$ cat config.mk
export PLATFORM = sky130hd
export DESIGN_NAME = scgi_header_parser_core
export DESIGN_NICKNAME = d
export VERILOG_FILES = /design/src/shp_pkg.sv /design/src/shp_pair_unit.sv /design/src/scgi_header_parser_core.sv
export SDC_FILE = /design/constraint.sdc
export NUM_CORES = 1
export LEC_CHECK = 0
export ABC_AREA = 1
export BUFFER_PORTS_ARGS = -buffer_cell sky130_fd_sc_hd__buf_2
export CORE_MARGIN = 1.5
export CORE_UTILIZATION = 55
export CTS_CLUSTER_SIZE = 24
export DETAILED_ROUTE_END_ITERATION = 7
export HOLD_SLACK_MARGIN = 0.05
export PLACE_DENSITY = 0.81
export SLEW_MARGIN = 20
export SYNTH_ARGS = -nofsm -noshare
export SYNTH_HDL_FRONTEND = slang
export SYNTH_HIERARCHICAL = 1
export SYNTH_SLANG_ARGS = --single-unit
$ cat constraint.sdc
create_clock -name i_clk -period 5.3 [get_ports i_clk]
set_input_delay 0.265 -clock i_clk [delete_from_list [all_inputs] [get_ports i_clk]]
set_output_delay 0.265 -clock i_clk [all_outputs]
set_load 0.1 [all_outputs]
$ cat src/shp_pkg.sv
// ----------------------------------------------------------------------------
// SCGI header parser package
// Shared types, character constants and the key table used by the parser
// core and its key/value pair unit.
// ----------------------------------------------------------------------------
package shp_pkg;

    // Default widths of the internal length and content value registers.
    localparam int LENGTH_BITS_DEF  = 20;
    localparam int CONTENT_BITS_DEF = 32;

    // Fixed widths of the register and result fields.
    localparam int MAX_LEN_W  = 20;
    localparam int HDR_LEN_W  = 20;
    localparam int CONTENT_W  = 32;
    localparam int APB_DATA_W = 32;
    localparam int APB_ADDR_W = 3;

    // Register index, taken from the word address bit of paddr.
    localparam logic REG_MAX_HEADER_LENGTH = 1'b0;

    localparam logic [MAX_LEN_W-1:0] MAX_LEN_RESET = '1;

    // Characters that the parser recognises.
    localparam logic [7:0] CH_NUL   = 8'h00;
    localparam logic [7:0] CH_ZERO  = 8'h30;
    localparam logic [7:0] CH_NINE  = 8'h39;
    localparam logic [7:0] CH_COLON = 8'h3A;
    localparam logic [7:0] CH_COMMA = 8'h2C;
    localparam logic [7:0] CH_LC_A  = 8'h61;
    localparam logic [7:0] CH_LC_Z  = 8'h7A;
    localparam logic [7:0] CASE_OFS = 8'h20;

    // Length of the key that is searched for, and the saturated index limit.
    localparam logic [3:0] KEY_LEN     = 4'd14;
    localparam logic [3:0] KEY_IDX_MAX = 4'd15;

    typedef enum logic [2:0] {
        PH_LEN   = 3'd0,
        PH_HDR   = 3'd1,
        PH_COMMA = 3'd2,
        PH_DONE  = 3'd3,
        PH_ERR   = 3'd4
    } t_phase;

    typedef enum logic [1:0] {
        ST_PARSING  = 2'd0,
        ST_COMPLETE = 2'd1,
        ST_ERROR    = 2'd2,
        ST_IDLE     = 2'd3
    } t_status;

    typedef enum logic [2:0] {
        ROLE_LEN_DIGIT = 3'd0,
        ROLE_COLON     = 3'd1,
        ROLE_KEY       = 3'd2,
        ROLE_VALUE     = 3'd3,
        ROLE_NUL       = 3'd4,
        ROLE_COMMA     = 3'd5,
        ROLE_IGNORED   = 3'd6
    } t_role;

    // Control from the core to the pair unit for one byte.
    typedef struct packed {
        logic step;        // the byte moves into the result register
        logic clear_all;   // first byte of a request: drop all pair state
        logic hdr_byte;    // the byte lies inside the header body
        logic clear_pair;  // drop the pair in progress after this byte
    } t_pair_ctl;

    // Upper-case text of the searched key, one character per index.
    function automatic logic [7:0] key_char(input logic [3:0] idx);
        logic [7:0] ch;
        unique case (idx)
            4'd0:    ch = 8'h43; // C
            4'd1:    ch = 8'h4F; // O
            4'd2:    ch = 8'h4E; // N
            4'd3:    ch = 8'h54; // T
            4'd4:    ch = 8'h45; // E
            4'd5:    ch = 8'h4E; // N
            4'd6:    ch = 8'h54; // T
            4'd7:    ch = 8'h5F; // _
            4'd8:    ch = 8'h4C; // L
            4'd9:    ch = 8'h45; // E
            4'd10:   ch = 8'h4E; // N
            4'd11:   ch = 8'h47; // G
            4'd12:   ch = 8'h54; // T
            4'd13:   ch = 8'h48; // H
            default: ch = CH_NUL;
        endcase
        return ch;
    endfunction

endpackage

$ cat src/shp_pair_unit.sv
// ----------------------------------------------------------------------------
// SCGI header parser key/value pair unit
// Tracks the key and value strings of the header body, matches keys against
// CONTENT_LENGTH and captures the saturated decimal value of a match.
// ----------------------------------------------------------------------------
module shp_pair_unit #(
    parameter int CONTENT_BITS = shp_pkg::CONTENT_BITS_DEF
) (
    input  logic                    i_clk,
    input  logic                    i_rst_n,
    input  shp_pkg::t_pair_ctl      i_ctl,
    input  logic [7:0]              i_byte,
    output shp_pkg::t_role          o_role,
    output logic [CONTENT_BITS-1:0] o_found_length,
    output logic                    o_found_flag
);
    import shp_pkg::*;

    localparam int ACC_BITS = CONTENT_BITS + 4;

    logic                    r_in_value,   n_in_value,   c_in_value;
    logic [3:0]              r_key_idx,    n_key_idx,    c_key_idx;
    logic                    r_mismatch,   n_mismatch,   c_mismatch;
    logic                    r_at_start,   n_at_start,   c_at_start;
    logic                    r_in_digits,  n_in_digits,  c_in_digits;
    logic [CONTENT_BITS-1:0] r_acc,        n_acc,        c_acc;
    logic [CONTENT_BITS-1:0] r_found,      n_found,      c_found;
    logic                    r_found_flag, n_found_flag, c_found_flag;

    logic                    is_digit;
    logic [3:0]              digit;
    logic [7:0]              upper;
    logic [ACC_BITS-1:0]     acc_ext;
    logic [ACC_BITS-1:0]     acc_prod;
    logic [CONTENT_BITS-1:0] acc_sat;

    // A new request starts from the reset values.
    assign c_in_value   = i_ctl.clear_all ? 1'b0 : r_in_value;
    assign c_key_idx    = i_ctl.clear_all ? 4'd0 : r_key_idx;
    assign c_mismatch   = i_ctl.clear_all ? 1'b0 : r_mismatch;
    assign c_at_start   = i_ctl.clear_all ? 1'b1 : r_at_start;
    assign c_in_digits  = i_ctl.clear_all ? 1'b0 : r_in_digits;
    assign c_acc        = i_ctl.clear_all ? '0   : r_acc;
    assign c_found      = i_ctl.clear_all ? '0   : r_found;
    assign c_found_flag = i_ctl.clear_all ? 1'b0 : r_found_flag;

    assign is_digit = (i_byte >= CH_ZERO) && (i_byte <= CH_NINE);
    assign digit    = i_byte[3:0];
    assign upper    = ((i_byte >= CH_LC_A) && (i_byte <= CH_LC_Z)) ? i_byte - CASE_OFS
                                                                   : i_byte;

    // Times ten by shift and add; any bit above the value width means saturation.
    assign acc_ext  = ACC_BITS'(c_acc);
    assign acc_prod = (acc_ext << 3) + (acc_ext << 1) + ACC_BITS'(digit);
    assign acc_sat  = (|acc_prod[ACC_BITS-1:CONTENT_BITS]) ? '1
                                                           : acc_prod[CONTENT_BITS-1:0];

    always_comb begin
        n_in_value   = c_in_value;
        n_key_idx    = c_key_idx;
        n_mismatch   = c_mismatch;
        n_at_start   = c_at_start;
        n_in_digits  = c_in_digits;
        n_acc        = c_acc;
        n_found      = c_found;
        n_found_flag = c_found_flag;
        o_role       = ROLE_IGNORED;

        if (i_ctl.hdr_byte) begin
            if (!c_in_value) begin
                if (i_byte == CH_NUL) begin
                    o_role      = ROLE_NUL;
                    n_in_value  = 1'b1;
                    n_at_start  = 1'b1;
                    n_in_digits = 1'b0;
                    n_acc       = '0;
                end else begin
                    o_role = ROLE_KEY;
                    if ((c_key_idx >= KEY_LEN) || (key_char(c_key_idx) != upper)) begin
                        n_mismatch = 1'b1;
                    end
                    if (c_key_idx < KEY_IDX_MAX) begin
                        n_key_idx = c_key_idx + 4'd1;
                    end
                end
            end else begin
                if (i_byte == CH_NUL) begin
                    o_role = ROLE_NUL;
                    if (!c_mismatch && (c_key_idx == KEY_LEN)) begin
                        n_found      = c_acc;
                        n_found_flag = 1'b1;
                    end
                    n_in_value  = 1'b0;
                    n_key_idx   = 4'd0;
                    n_mismatch  = 1'b0;
                    n_at_start  = 1'b1;
                    n_in_digits = 1'b0;
                    n_acc       = '0;
                end else begin
                    o_role = ROLE_VALUE;
                    if (c_at_start) begin
                        n_at_start = 1'b0;
                        if (is_digit) begin
                            n_in_digits = 1'b1;
                            n_acc       = CONTENT_BITS'(digit);
                        end
                    end else if (c_in_digits) begin
                        if (!is_digit) begin
                            n_in_digits = 1'b0;
                        end else begin
                            n_acc = acc_sat;
                        end
                    end
                end
            end
        end

        // The pair in progress is dropped; a captured value survives.
        if (i_ctl.clear_pair) begin
            n_in_value  = 1'b0;
            n_key_idx   = 4'd0;
            n_mismatch  = 1'b0;
            n_at_start  = 1'b1;
            n_in_digits = 1'b0;
            n_acc       = '0;
        end
    end

    always_ff @(posedge i_clk) begin
        if (!i_rst_n) begin
            r_in_value   <= 1'b0;
            r_key_idx    <= 4'd0;
            r_mismatch   <= 1'b0;
            r_at_start   <= 1'b1;
            r_in_digits  <= 1'b0;
            r_acc        <= '0;
            r_found      <= '0;
            r_found_flag <= 1'b0;
        end else if (i_ctl.step) begin
            r_in_value   <= n_in_value;
            r_key_idx    <= n_key_idx;
            r_mismatch   <= n_mismatch;
            r_at_start   <= n_at_start;
            r_in_digits  <= n_in_digits;
            r_acc        <= n_acc;
            r_found      <= n_found;
            r_found_flag <= n_found_flag;
        end
    end

    assign o_found_length = n_found;
    assign o_found_flag   = n_found_flag;

endmodule

$ cat src/scgi_header_parser_core.sv
// ----------------------------------------------------------------------------
// SCGI header parser core
// Parses an SCGI netstring request header one byte per transaction and
// reports the byte's role, the parse status and any CONTENT_LENGTH value.
// ----------------------------------------------------------------------------
// A taken input transaction is held in the input register; its result is
// then loaded into the result register, which drives the outputs.
// Throughput: one byte per cycle unless the result side stalls; the parse
// state for the next byte is written together with the current byte's result.
// Reset (synchronous, active low) empties both registers, returns the parser
// to the length digits phase and sets max_header_length to its largest value.
// ----------------------------------------------------------------------------
module scgi_header_parser_core #(
    parameter int LENGTH_BITS  = shp_pkg::LENGTH_BITS_DEF,
    parameter int CONTENT_BITS = shp_pkg::CONTENT_BITS_DEF
) (
    input  logic                           i_clk,
    input  logic                           i_rst_n,

    // Input byte channel.
    input  logic                           i_in_valid,
    output logic                           o_in_stall,
    input  logic [7:0]                     i_data_byte,
    input  logic                           i_first_byte,

    // Result channel.
    output logic                           o_out_valid,
    input  logic                           i_out_stall,
    output logic [1:0]                     o_parse_status,
    output logic [2:0]                     o_byte_role,
    output logic [shp_pkg::CONTENT_W-1:0]  o_body_len,
    output logic                           o_body_len_seen,
    output logic [shp_pkg::HDR_LEN_W-1:0]  o_header_length,

    // Configuration port.
    input  logic                           psel,
    input  logic                           penable,
    input  logic                           pwrite,
    input  logic [shp_pkg::APB_ADDR_W-1:0] paddr,
    input  logic [shp_pkg::APB_DATA_W-1:0] pwdata,
    output logic [shp_pkg::APB_DATA_W-1:0] prdata,
    output logic                           pready
);
    import shp_pkg::*;

    // Width in which a length digit is folded in and compared with the limit.
    localparam int LV_BITS = ((LENGTH_BITS > MAX_LEN_W) ? LENGTH_BITS : MAX_LEN_W) + 4;
    localparam logic [LV_BITS-1:0] LEN_MAX = {{(LV_BITS-LENGTH_BITS){1'b0}},
                                              {LENGTH_BITS{1'b1}}};

    // ------------------------------------------------------------------
    // Configuration register, read directly by the parse logic. Writes must
    // be made only while the parser is idle; the block does not enforce this.
    // ------------------------------------------------------------------
    logic [MAX_LEN_W-1:0] r_max_len;
    logic                 cfg_write;

    assign pready    = 1'b1;
    assign cfg_write = psel && penable && pwrite && pready
                       && (paddr[2] == REG_MAX_HEADER_LENGTH);

    always_ff @(posedge i_clk) begin
        if (!i_rst_n) begin
            r_max_len <= MAX_LEN_RESET;
        end else if (cfg_write) begin
            r_max_len <= pwdata[MAX_LEN_W-1:0];
        end
    end

    assign prdata = (paddr[2] == REG_MAX_HEADER_LENGTH) ? APB_DATA_W'(r_max_len) : '0;

    // ------------------------------------------------------------------
    // Handshake. The input register holds one byte; it moves on into the
    // result register whenever that register is empty or being emptied,
    // so a new transaction is taken in every cycle of an unstalled stream.
    // ------------------------------------------------------------------
    logic       r_in_valid;
    logic [7:0] r_in_byte;
    logic       r_in_first;
    logic       advance;
    logic       in_take;

    assign advance    = r_in_valid && (!o_out_valid || !i_out_stall);
    assign o_in_stall = r_in_valid && !advance;
    assign in_take    = i_in_valid && !o_in_stall;

    always_ff @(posedge i_clk) begin
        if (!i_rst_n) begin
            r_in_valid <= 1'b0;
        end else if (in_take) begin
            r_in_valid <= 1'b1;
        end else if (advance) begin
            r_in_valid <= 1'b0;
        end
    end

    always_ff @(posedge i_clk) begin
        if (in_take) begin
            r_in_byte  <= i_data_byte;
            r_in_first <= i_first_byte;
        end
    end

    // ------------------------------------------------------------------
    // Parse state. A first byte makes the byte act on reset state.
    // ------------------------------------------------------------------
    t_phase                 r_phase,      n_phase,      c_phase;
    logic [LENGTH_BITS-1:0] r_decl,       n_decl,       c_decl;
    logic [LENGTH_BITS-1:0] r_left,       n_left,       c_left;
    logic                   r_digit_seen, n_digit_seen, c_digit_seen;

    assign c_phase      = r_in_first ? PH_LEN : r_phase;
    assign c_decl       = r_in_first ? '0     : r_decl;
    assign c_left       = r_in_first ? '0     : r_left;
    assign c_digit_seen = r_in_first ? 1'b0   : r_digit_seen;

    logic                   is_digit;
    logic [LV_BITS-1:0]     decl_ext;
    logic [LV_BITS-1:0]     len_next;
    logic [LV_BITS-1:0]     max_ext;
    logic [LV_BITS-1:0]     len_lim;
    logic                   len_over;
    logic [LENGTH_BITS-1:0] left_dec;
    logic                   hdr_end;

    assign is_digit = (r_in_byte >= CH_ZERO) && (r_in_byte <= CH_NINE);
    assign decl_ext = LV_BITS'(c_decl);
    // Declared length times ten plus the new digit, by shift and add.
    assign len_next = (decl_ext << 3) + (decl_ext << 1) + LV_BITS'(r_in_byte[3:0]);
    assign max_ext  = LV_BITS'(r_max_len);
    // The tighter of the configured limit and the register range applies.
    assign len_lim  = (max_ext < LEN_MAX) ? max_ext : LEN_MAX;
    assign len_over = len_next > len_lim;
    assign left_dec = (c_left != '0) ? c_left - LENGTH_BITS'(1) : '0;
    assign hdr_end  = (c_phase == PH_HDR) && (left_dec == '0);

    // Next-state logic of the parse phase and the length registers.
    always_comb begin
        n_phase      = c_phase;
        n_decl       = c_decl;
        n_left       = c_left;
        n_digit_seen = c_digit_seen;
        unique case (c_phase)
            PH_LEN: begin
                if (is_digit) begin
                    if (len_over) begin
                        n_phase = PH_ERR;
                    end else begin
                        n_decl       = len_next[LENGTH_BITS-1:0];
                        n_digit_seen = 1'b1;
                    end
                end else if (r_in_byte == CH_COLON) begin
                    if (!c_digit_seen) begin
                        n_phase = PH_ERR;
                    end else begin
                        n_left  = c_decl;
                        n_phase = (c_decl == '0) ? PH_COMMA : PH_HDR;
                    end
                end else begin
                    n_phase = PH_ERR;
                end
            end
            PH_HDR: begin
                n_left = left_dec;
                if (hdr_end) begin
                    n_phase = PH_COMMA;
                end
            end
            PH_COMMA: begin
                n_phase = (r_in_byte == CH_COMMA) ? PH_DONE : PH_ERR;
            end
            PH_DONE, PH_ERR: begin
                n_phase = c_phase;
            end
            default: begin
                n_phase = PH_ERR;
            end
        endcase
    end

    // Output logic: status, role and control of the pair unit.
    t_status   res_status;
    t_role     res_role;
    t_role     pair_role;
    t_pair_ctl pair_ctl;

    always_comb begin
        res_status          = ST_PARSING;
        res_role            = ROLE_IGNORED;
        pair_ctl.step       = advance;
        pair_ctl.clear_all  = r_in_first;
        pair_ctl.hdr_byte   = 1'b0;
        pair_ctl.clear_pair = 1'b0;
        unique case (c_phase)
            PH_LEN: begin
                if (is_digit) begin
                    res_role = ROLE_LEN_DIGIT;
                    if (len_over) begin
                        res_status = ST_ERROR;
                    end
                end else if (r_in_byte == CH_COLON) begin
                    res_role = ROLE_COLON;
                    if (!c_digit_seen) begin
                        res_status = ST_ERROR;
                    end else begin
                        pair_ctl.clear_pair = 1'b1;
                    end
                end else begin
                    res_status = ST_ERROR;
                end
            end
            PH_HDR: begin
                res_role            = pair_role;
                pair_ctl.hdr_byte   = 1'b1;
                pair_ctl.clear_pair = hdr_end;
            end
            PH_COMMA: begin
                if (r_in_byte == CH_COMMA) begin
                    res_role   = ROLE_COMMA;
                    res_status = ST_COMPLETE;
                end else begin
                    res_status = ST_ERROR;
                end
            end
            PH_DONE, PH_ERR: begin
                res_status = ST_IDLE;
            end
            default: begin
                res_status = ST_IDLE;
            end
        endcase
    end

    always_ff @(posedge i_clk) begin
        if (!i_rst_n) begin
            r_phase      <= PH_LEN;
            r_decl       <= '0;
            r_left       <= '0;
            r_digit_seen <= 1'b0;
        end else if (advance) begin
            r_phase      <= n_phase;
            r_decl       <= n_decl;
            r_left       <= n_left;
            r_digit_seen <= n_digit_seen;
        end
    end

    // ------------------------------------------------------------------
    // Key and value tracking inside the header body.
    // ------------------------------------------------------------------
    logic [CONTENT_BITS-1:0] found_length;
    logic                    found_flag;

    shp_pair_unit #(
        .CONTENT_BITS (CONTENT_BITS)
    ) u_pair (
        .i_clk          (i_clk),
        .i_rst_n        (i_rst_n),
        .i_ctl          (pair_ctl),
        .i_byte         (r_in_byte),
        .o_role         (pair_role),
        .o_found_length (found_length),
        .o_found_flag   (found_flag)
    );

    // The reported value saturates at the width of the result field, and the
    // reported length is the low bits of the declared length.
    logic [63:0] found_wide;
    logic [31:0] decl_wide;

    assign found_wide = 64'(found_length);
    assign decl_wide  = 32'(n_decl);

    // ------------------------------------------------------------------
    // Result register.
    // ------------------------------------------------------------------
    logic r_out_valid;

    always_ff @(posedge i_clk) begin
        if (!i_rst_n) begin
            r_out_valid <= 1'b0;
        end else if (advance) begin
            r_out_valid <= 1'b1;
        end else if (!i_out_stall) begin
            r_out_valid <= 1'b0;
        end
    end

    always_ff @(posedge i_clk) begin
        if (advance) begin
            o_parse_status  <= res_status;
            o_byte_role     <= res_role;
            o_body_len      <= (|found_wide[63:CONTENT_W]) ? '1
                                                           : found_wide[CONTENT_W-1:0];
            o_body_len_seen <= found_flag;
            o_header_length <= decl_wide[HDR_LEN_W-1:0];
        end
    end

    assign o_out_valid = r_out_valid;

    // ------------------------------------------------------------------
    // Assertions.
    // ------------------------------------------------------------------

    // The header body is only entered with bytes still to read.
    a_hdr_has_bytes: assert property (@(posedge i_clk) disable iff (!i_rst_n)
        (r_phase == PH_HDR) |-> (r_left != '0))
        else $error("header phase with no bytes left");

    // A completed header always ends on the comma.
    a_complete_on_comma: assert property (@(posedge i_clk) disable iff (!i_rst_n)
        (o_out_valid && (o_parse_status == ST_COMPLETE)) |-> (o_byte_role == ROLE_COMMA))
        else $error("header completion reported on a byte other than the comma");

    // A completion or an error leaves the parser in an end phase.
    a_end_phase: assert property (@(posedge i_clk) disable iff (!i_rst_n)
        (advance && ((res_status == ST_COMPLETE) || (res_status == ST_ERROR)))
        |=> ((r_phase == PH_DONE) || (r_phase == PH_ERR)))
        else $error("parser did not stop after completion or error");

    // The input side is only held back while a byte waits in the input register.
    a_stall_needs_item: assert property (@(posedge i_clk) disable iff (!i_rst_n)
        o_in_stall |-> (r_in_valid && o_out_valid && i_out_stall))
        else $error("input stalled without a blocked byte");

endmodule

==> results_dict.tcl, run 1 <==
set metrics [dict create \
    outcome "finished, final reports clean" \
    cts_inserted_buffers 24 \
    fin_tns_setup_ns 0 \
    placed_cell_area_sq_um 17740 \
    dp.cells 3038 \
    setup_viol 0 \
    htreeDepth 1 \
    fin_area_sq_um 18910 \
    period_minus_slack_ns 5.002 \
    die_height_microns 178.8 \
    wl_per_cell_microns 16.57 \
    p_int_mw 2.971 \
    boundaryPins 144 \
    rsz0062_at_grt "false" \
    worst_pin_slew_ns 1.100 \
    wl_met1_mm 19.96 \
    slew_headroom_pct 26.59 \
    crit_required_ns 5.72 \
    antenna_left 0 \
    p_sw_share_pct 29.75 \
    top_layer_used "met4" \
    wirelength_mm 51.58 \
    yosys_register_bits 206 \
    multi_input_area_sq_um 10160 \
    post_cts_resized 0 \
    drt_pre_antenna_iters 6 \
    synth_warnings 6 \
    power_frac_comb_pct 16.4 \
    fmax_mhz 199.9 \
    synth-seq-area-share_pct 28.20 \
    clockBufferDepth 3 \
    vdd_drop_max_mv 0.2519 \
    viasPerCell 5.641 \
    io_buffers 116 \
    area_growth_pct 11.21 \
    drive_gt1_share_pct 9.831 \
    clkTransAtPathRegs_ns 0.06 \
    routed-wl-met2_mm 24.25 \
    clock-sinks 206 \
    pre_cts_ws_ns 0.3688 \
    core_area_sq_um 30510 \
    drtIter0Drc 1672 \
    syn-instance-count 2603 \
    holdPathStages 3 \
    final_util_pct 61.98 \
    pwr-share-seq_pct 40.8 \
    antenna_found_initial 1 \
    worst_slack_ns 0.2981 \
    start_util_pct 55.74 \
    switching_power_mw 1.258 \
    hp-class "primary input to flip-flop" \
    drc 0 \
    met3WireLength_mm 3.640 \
    critPathKind "flip-flop to flip-flop" \
    slew_viol_final 0 \
    cap_viol_max_count 0 \
    syn-mean-instance-area_sq_um 6.533 \
    fp-row-count 64 \
    power_mw 4.229 \
    grt_usage_pct 32.18 \
    clk_latency_ns 0.53 \
    die-area_sq_um 31980 \
    grt-ovfl-total 0 \
    ys_async_sr_fraction_pct 0 \
    post-dp-hpwl_mm 37.39 \
    power_density_nw_per_um2 223.6 \
    synth_edf_count 67 \
    seqCellArea_sq_um 4795 \
    grt_max_degree 86 \
    place_congestion 0.9612 \
    vias 17560 \
    root_buffer "clkbuf_16" \
    power_leakage_nw 9.710 \
    critPathLaunchType "flip-flop" \
    fin_skew_ns 0.01582 \
    fin_nets 2883 \
    r2r_setup_slack_ns 0.30 \
    fin_crit_sh_pct 94.37 \
    path_max_fanout 27 \
    end_kind "flip-flop" \
    synth_flop_cell "dfxtp_1" \
    cp.arrival_ns 5.43 \
    syn-cell-area_sq_um 17010 \
    hold_ws_ns 0.06543 \
    finalHoldViolCount 0 \
    reg2regPathDepth 25 \
    final_cells 3113 \
    fillers 2816 \
    grt_pass1_vias 16650 \
    ys_types 59 \
    cts_tree "done" \
    grt_pass1_wl_mm 82.28 \
    clockPowerShare_pct 42.8 \
    die_w_microns 178.8 \
]
==> sequential cells by signal, summed over array words and instances (netlist names), 2 cells and up <==
name and flops:
u_pair/r_found 32, r_max_len 20, r_in_byte 8, r_decl 20
o_header_length 20, o_body_len 32, r_left 20, u_pair/r_key_idx 4
r_phase 3, u_pair/r_acc 32, o_byte_role 3, o_parse_status 2
==> Yosys cell counts (all sizes together), types with 11 or more instances <==
library cell | instances | share of area, %
o21bai | 19 | 0.84
buf | 56 | 2.1
edfxtp | 67 | 12
xor2 | 31 | 1.6
nand3 | 145 | 4.7
o21a | 19 | 0.84
o211ai | 25 | 1.1
nor3 | 21 | 0.75
xnor2 | 17 | 0.88
nand4 | 36 | 1.3
inv | 398 | 8.8
o21ai | 167 | 5.0
clkbuf | 55 | 1.2
o22ai | 11 | 0.40
ha | 132 | 9.7
dfxtp | 139 | 16
nand2 | 701 | 16
nor2 | 258 | 6.3
a21oi | 240 | 7.2
==> routing by layer <==
layer,global-route usage [%],vias to the layer above
met5,0,-
met4,21.74,0
met3,3.774,211
met2,54.99,808
met1,37.77,7918
li1,-,8622
==> logic make-up (layout without fill, tap and decap cells) <==
family / Yosys count / after routing / synth area share [%]
AO/OA/AOI/OAI: 515 / 515 / 16.97
XOR/XNOR: 48 / 48 / 2.472
adder cells (fa/ha/maj): 134 / 134 / 9.948
buffers and inverters: 515 / 617 / 12.35
flip-flops: 206 / 206 / 28.20
other: 2 / 14 / 0.04416
AND/OR/NAND/NOR: 1183 / 1183 / 30.03
==> cells in the final DEF (no fill, tap or decap), drive strengths merged, types with 17 or more instances in the layout <==
master and n:
nand2 701, inv 399, nor2 258, a21oi 240, o21ai 167, nand3 145, buf 141, dfxtp 139
ha 132, edfxtp 67, nand4 36, xor2 31, dlygate4sd3 30, clkbuf 30, o211ai 25, nor3 21
o21bai 19, o21a 19, xnor2 17
==> power by group through the flow <==
stage	logic, mW	clock network, mW	registers (mW)
3_3_place_gp	0.656	0	1.75
2_1_floorplan	0.394	0	1.89
4_1_cts	0.688	1.83	1.72
6_report	0.695	1.81	1.72
3_5_place_dp	0.668	0	1.76
5_1_grt	0.741	1.89	1.73
==> critical path, stage by stage, from the launching register on <==
cell and delay (ns):
edfxtp_1 0.45, buf_12 0.21, nor2_1 0.35, ha_1 0.20, ha_1 0.17, inv_1 0.06
fa_1 0.42, o21bai_1 0.23, a21oi_1 0.13, o21ai_0 0.38, a21oi_1 0.14, xor2_1 0.32
inv_1 0.08, ha_1 0.30, nand2_1 0.08, nor2_1 0.05, a211oi_1 0.16, nand2_1 0.08
nand2_1 0.16, nand3_2 0.12, nor2_4 0.13, nand3_2 0.25, nand2_1 0.20, nand3_1 0.09
nand2_1 0.09, inv_1 0.04
==> cell type report <==
type                       count  share of cell area [%]
clock inverter                14                   1.052
sequential                   206                   25.35
antenna                        1                 0.01323
inverter                     402                   7.993
clock buffer                  30                   3.513
tap                          396                   2.620
timing repair buffer         171                   5.717
multi-input combinational   1893                   53.74
==> path summary, 6_finish.rpt <==
| check | start | endpoint |
|---|---|---|
| max reg2reg | r_in_first | r_decl[9] |
| min | i_out_stall | o_out_valid |
| min reg2reg | r_left[19] | r_left[19] |
| max | r_in_first | r_decl[9] |
==> timing repair <==
| item | in CTS | in global routing |
|---|---|---|
| setup buffers | 0 | 0 |
| setup endpoints to repair | 0 | 0 |
| endpoints found under the hold margin | 30 | 0 |
| hold buffers | 30 | 0 |
Note: power is estimated with default switching activity, not from simulation.
==> run 2: changes to the inputs <==
SYNTH_HIERARCHICAL = default   (was 1)
==> run 2 against run 1 <==
Critical path depth shrank 3; utilization grew 0.45 points; register-to-register slack barely moved; clock skew down 0.0026 ns; maximum frequency hardly changed; combinational power is 29% higher; synthesized area decreased by 2.5%; sequential power about the same; count of clock-buffer cells in the layout increased by 2; largest cell class unchanged.
==> results_dict.tcl, run 2 <==
set metrics [dict create \
    outcome "finished, final reports clean" \
    pwr-share-seq_pct 40.7 \
    ys_types 53 \
    area_growth_pct 11.61 \
    rsz0062_at_grt "false" \
    start_util_pct 55.94 \
    critPathLaunchType "flip-flop" \
    final_cells 3077 \
    p_sw_share_pct 33.73 \
    dp.cells 3002 \
    finalHoldViolCount 0 \
    holdPathStages 3 \
    syn-cell-area_sq_um 16580 \
    period_minus_slack_ns 5.006 \
    place_congestion 0.9625 \
    fin_skew_ns 0.01322 \
    final_common_cell "nand2_1" \
    setup_viol 0 \
    fp-row-count 63 \
    root_buffer "clkbuf_16" \
    die_w_microns 176.6 \
    fin_tns_setup_ns 0 \
    netlist.area_leader.share_pct 17.09 \
    die-area_sq_um 31190 \
    synth_edf_count 67 \
    p_int_mw 2.835 \
    mostFrequentLayoutCells "755 x nand2_1, 358 x inv_1, 272 x nor2_1" \
    yosys_register_bits 206 \
    wirelength_mm 51.31 \
    synth_warnings 0 \
    reg2regPathDepth 22 \
    critPathKind "flip-flop to flip-flop" \
    clockBufferDepth 3 \
    switching_power_mw 1.443 \
    power_density_nw_per_um2 231.2 \
    reg_top3 "o_body_len x32, u_pair.r_acc x32, u_pair.r_found x32" \
    post-dp-hpwl_mm 37.42 \
    cap_viol_max_count 0 \
    r2r_end "o_header_length[5]" \
    slew_viol_final 0 \
    grt_max_degree 112 \
    path_cells "buf_4 > nor2_1 > ha_1 > ha_1 > nand2_1 > nor2_1 > a21oi_1 > o21ai_0 > a31oi_1 > xnor2_1 > ha_1 > a21oi_1 > nor3_1 > a211oi_1 > nand2_1 > nand2_1 > nand3_1 > nor2_1 > nand4_1 > buf_4 > nand2_1 > nand2_1" \
    grt_pass1_vias 15520 \
    r2r_setup_slack_ns 0.29 \
    vdd_drop_max_mv 0.2706 \
    syn-instance-count 2571 \
    crit_required_ns 5.58 \
    core_area_sq_um 29640 \
    cts_tree "done" \
    yosysMostFrequentCell "nand2_1" \
    io_buffers 116 \
    antenna_left 0 \
    clock-sinks 206 \
    end_kind "flip-flop" \
    r2r-start "r_in_first" \
    yosys.area.top_type "nand2_1" \
    grt-ovfl-total 0 \
    crit_cells 22 \
    power_leakage_nw 9.542 \
    crit_slowest_cell "edfxtp_1" \
    drc 0 \
    fin_nets 2855 \
    antenna_found_initial 0 \
    power_frac_comb_pct 21.0 \
    syn-mean-instance-area_sq_um 6.449 \
    htreeDepth 1 \
    synth_common_cells "755 x nand2_1, 358 x inv_1, 276 x nor2_1" \
    clockPowerShare_pct 38.2 \
    slew_headroom_pct 34.07 \
    cp_top_family "simple AND/OR/NAND/NOR gates" \
    ys_async_sr_fraction_pct 0 \
    cp.arrival_ns 5.28 \
    cpMostUsedCell "nand2_1" \
    synth_area_leaders "nand2_1 17%, dfxtp_1 17%, edfxtp_1 12%" \
    insertedDiodeCount 0 \
    path_max_fanout 20 \
    clkTransAtPathRegs_ns 0.06 \
    wl_per_cell_microns 16.68 \
    synth_flop_cell "dfxtp_1" \
    fmax_mhz 199.8 \
    hp-start "i_rst_n" \
    drive_gt1_share_pct 8.820 \
    worst-path-buf-inv 2 \
    cts_inserted_buffers 24 \
    fin_crit_sh_pct 94.46 \
    hp-class "primary input to flip-flop" \
    clk_latency_ns 0.54 \
    grt_pass1_wl_mm 80.54 \
    grt_usage_pct 32.09 \
    critPathMaxStageDelay_ns 0.43 \
    hold_path_end "r_max_len[11]" \
    worst_pin_slew_ns 0.9890 \
    boundaryPins 144 \
    drt_pre_antenna_iters 6 \
    viasPerCell 5.687 \
    vias 17500 \
    die_height_microns 176.6 \
    synth-seq-area-share_pct 28.92 \
    drtIter0Drc 2337 \
]
==> run 2: cell count changes after synthesis, sizes merged, moves of 12 or more <==
| cell | change |
|---|---|
| inv | -28 |
| a221oi | +24 |
| o21ai | -66 |
| o221ai | +25 |
| nand2 | +65 |
| clkbuf | +16 |
| nor2 | +30 |
| nand4 | +12 |
| a21oi | -36 |
| o21a | -17 |
| nand3 | -13 |
==> run 2: kinds of logic after synthesis <==
logic type	Yosys count	share of synthesized area [%]
fa+ha+maj	135	10.32
flops	206	28.92
compound gates	426	15.25
other cells	2	0.04530
xor+xnor	43	2.272
buf+inv	488	11.73
simple gates	1271	31.45
==> run 2: layout make-up <==
type | instances | area, sq um
sequential | 206 | 4795
fill | 2787 | 11130
inverter | 372 | 1400
tap | 390 | 488.0
clock buffer | 32 | 650.6
clock inverter | 12 | 112.6
timing repair buffer | 177 | 1124
multi-input combinational | 1888 | 9935
==> run 2: worst min-delay path: stages <==
cell and delay (ns):
buf_2 0.09, buf_4 0.32, o211ai_1 0.18
==> run 2: worst max-delay path by stage <==
| stage | slack, ns | end | from |
|---|---|---|---|
| 2_1_floorplan | 0.75 | o_header_length[0] | r_in_first |
| 3_3_place_gp | 0.47 | o_header_length[5] | r_in_first |
| 3_5_place_dp | 0.35 | r_decl[11] | r_in_first |
| 4_1_cts | 0.29 | r_decl[13] | r_in_first |
| 5_1_grt | 0.007 | r_decl[11] | r_in_first |
| 6_report | 0.29 | o_header_length[5] | r_in_first |
==> run 2: repair_timing <==
action | in CTS | in global routing
resized for setup | 0 | 6
buffers inserted | 0 | 0
hold buffers | 31 | 0
setup endpoints to repair | 0 | 27
hold endpoints to repair | 31 | 0
==> run 2: metal layers <==
layer | global-route usage (%) | part of all wire [%] | up-vias
met2 | 45.96 | 41 | 914
met1 | 48.70 | 46 | 7932
met5 | 0 | 0 | -
met3 | 5.692 | 11 | 95
met4 | 9.110 | 2.5 | 0
li1 | - | - | 8559
==> run 2: power by group through the flow <==
| stage | sequential [mW] | combinational (mW) | clock (mW) |
|---|---|---|---|
| 3_3_place_gp | 1.77 | 0.847 | 0 |
| 4_1_cts | 1.74 | 0.880 | 1.65 |
| 2_1_floorplan | 1.91 | 0.554 | 0 |
| 6_report | 1.74 | 0.900 | 1.64 |
| 5_1_grt | 1.75 | 0.965 | 1.70 |
| 3_5_place_dp | 1.77 | 0.858 | 0 |
==> run 2: stage by stage <==
step	instance area, sq um	setup WS [ns]	hold slack, ns	util (%)	total power [mW]
floorplan	16620	0.7500	0.3639	-	2.463
global placement	17390	0.4654	0.4444	58.68	2.618
detailed placement	17390	0.3542	0.4432	58.68	2.632
CTS	18470	0.2929	0.3478	62.30	4.274
global route	18500	0.007084	0.3908	62.43	4.413
finish	18500	0.2939	0.3723	62.43	4.278
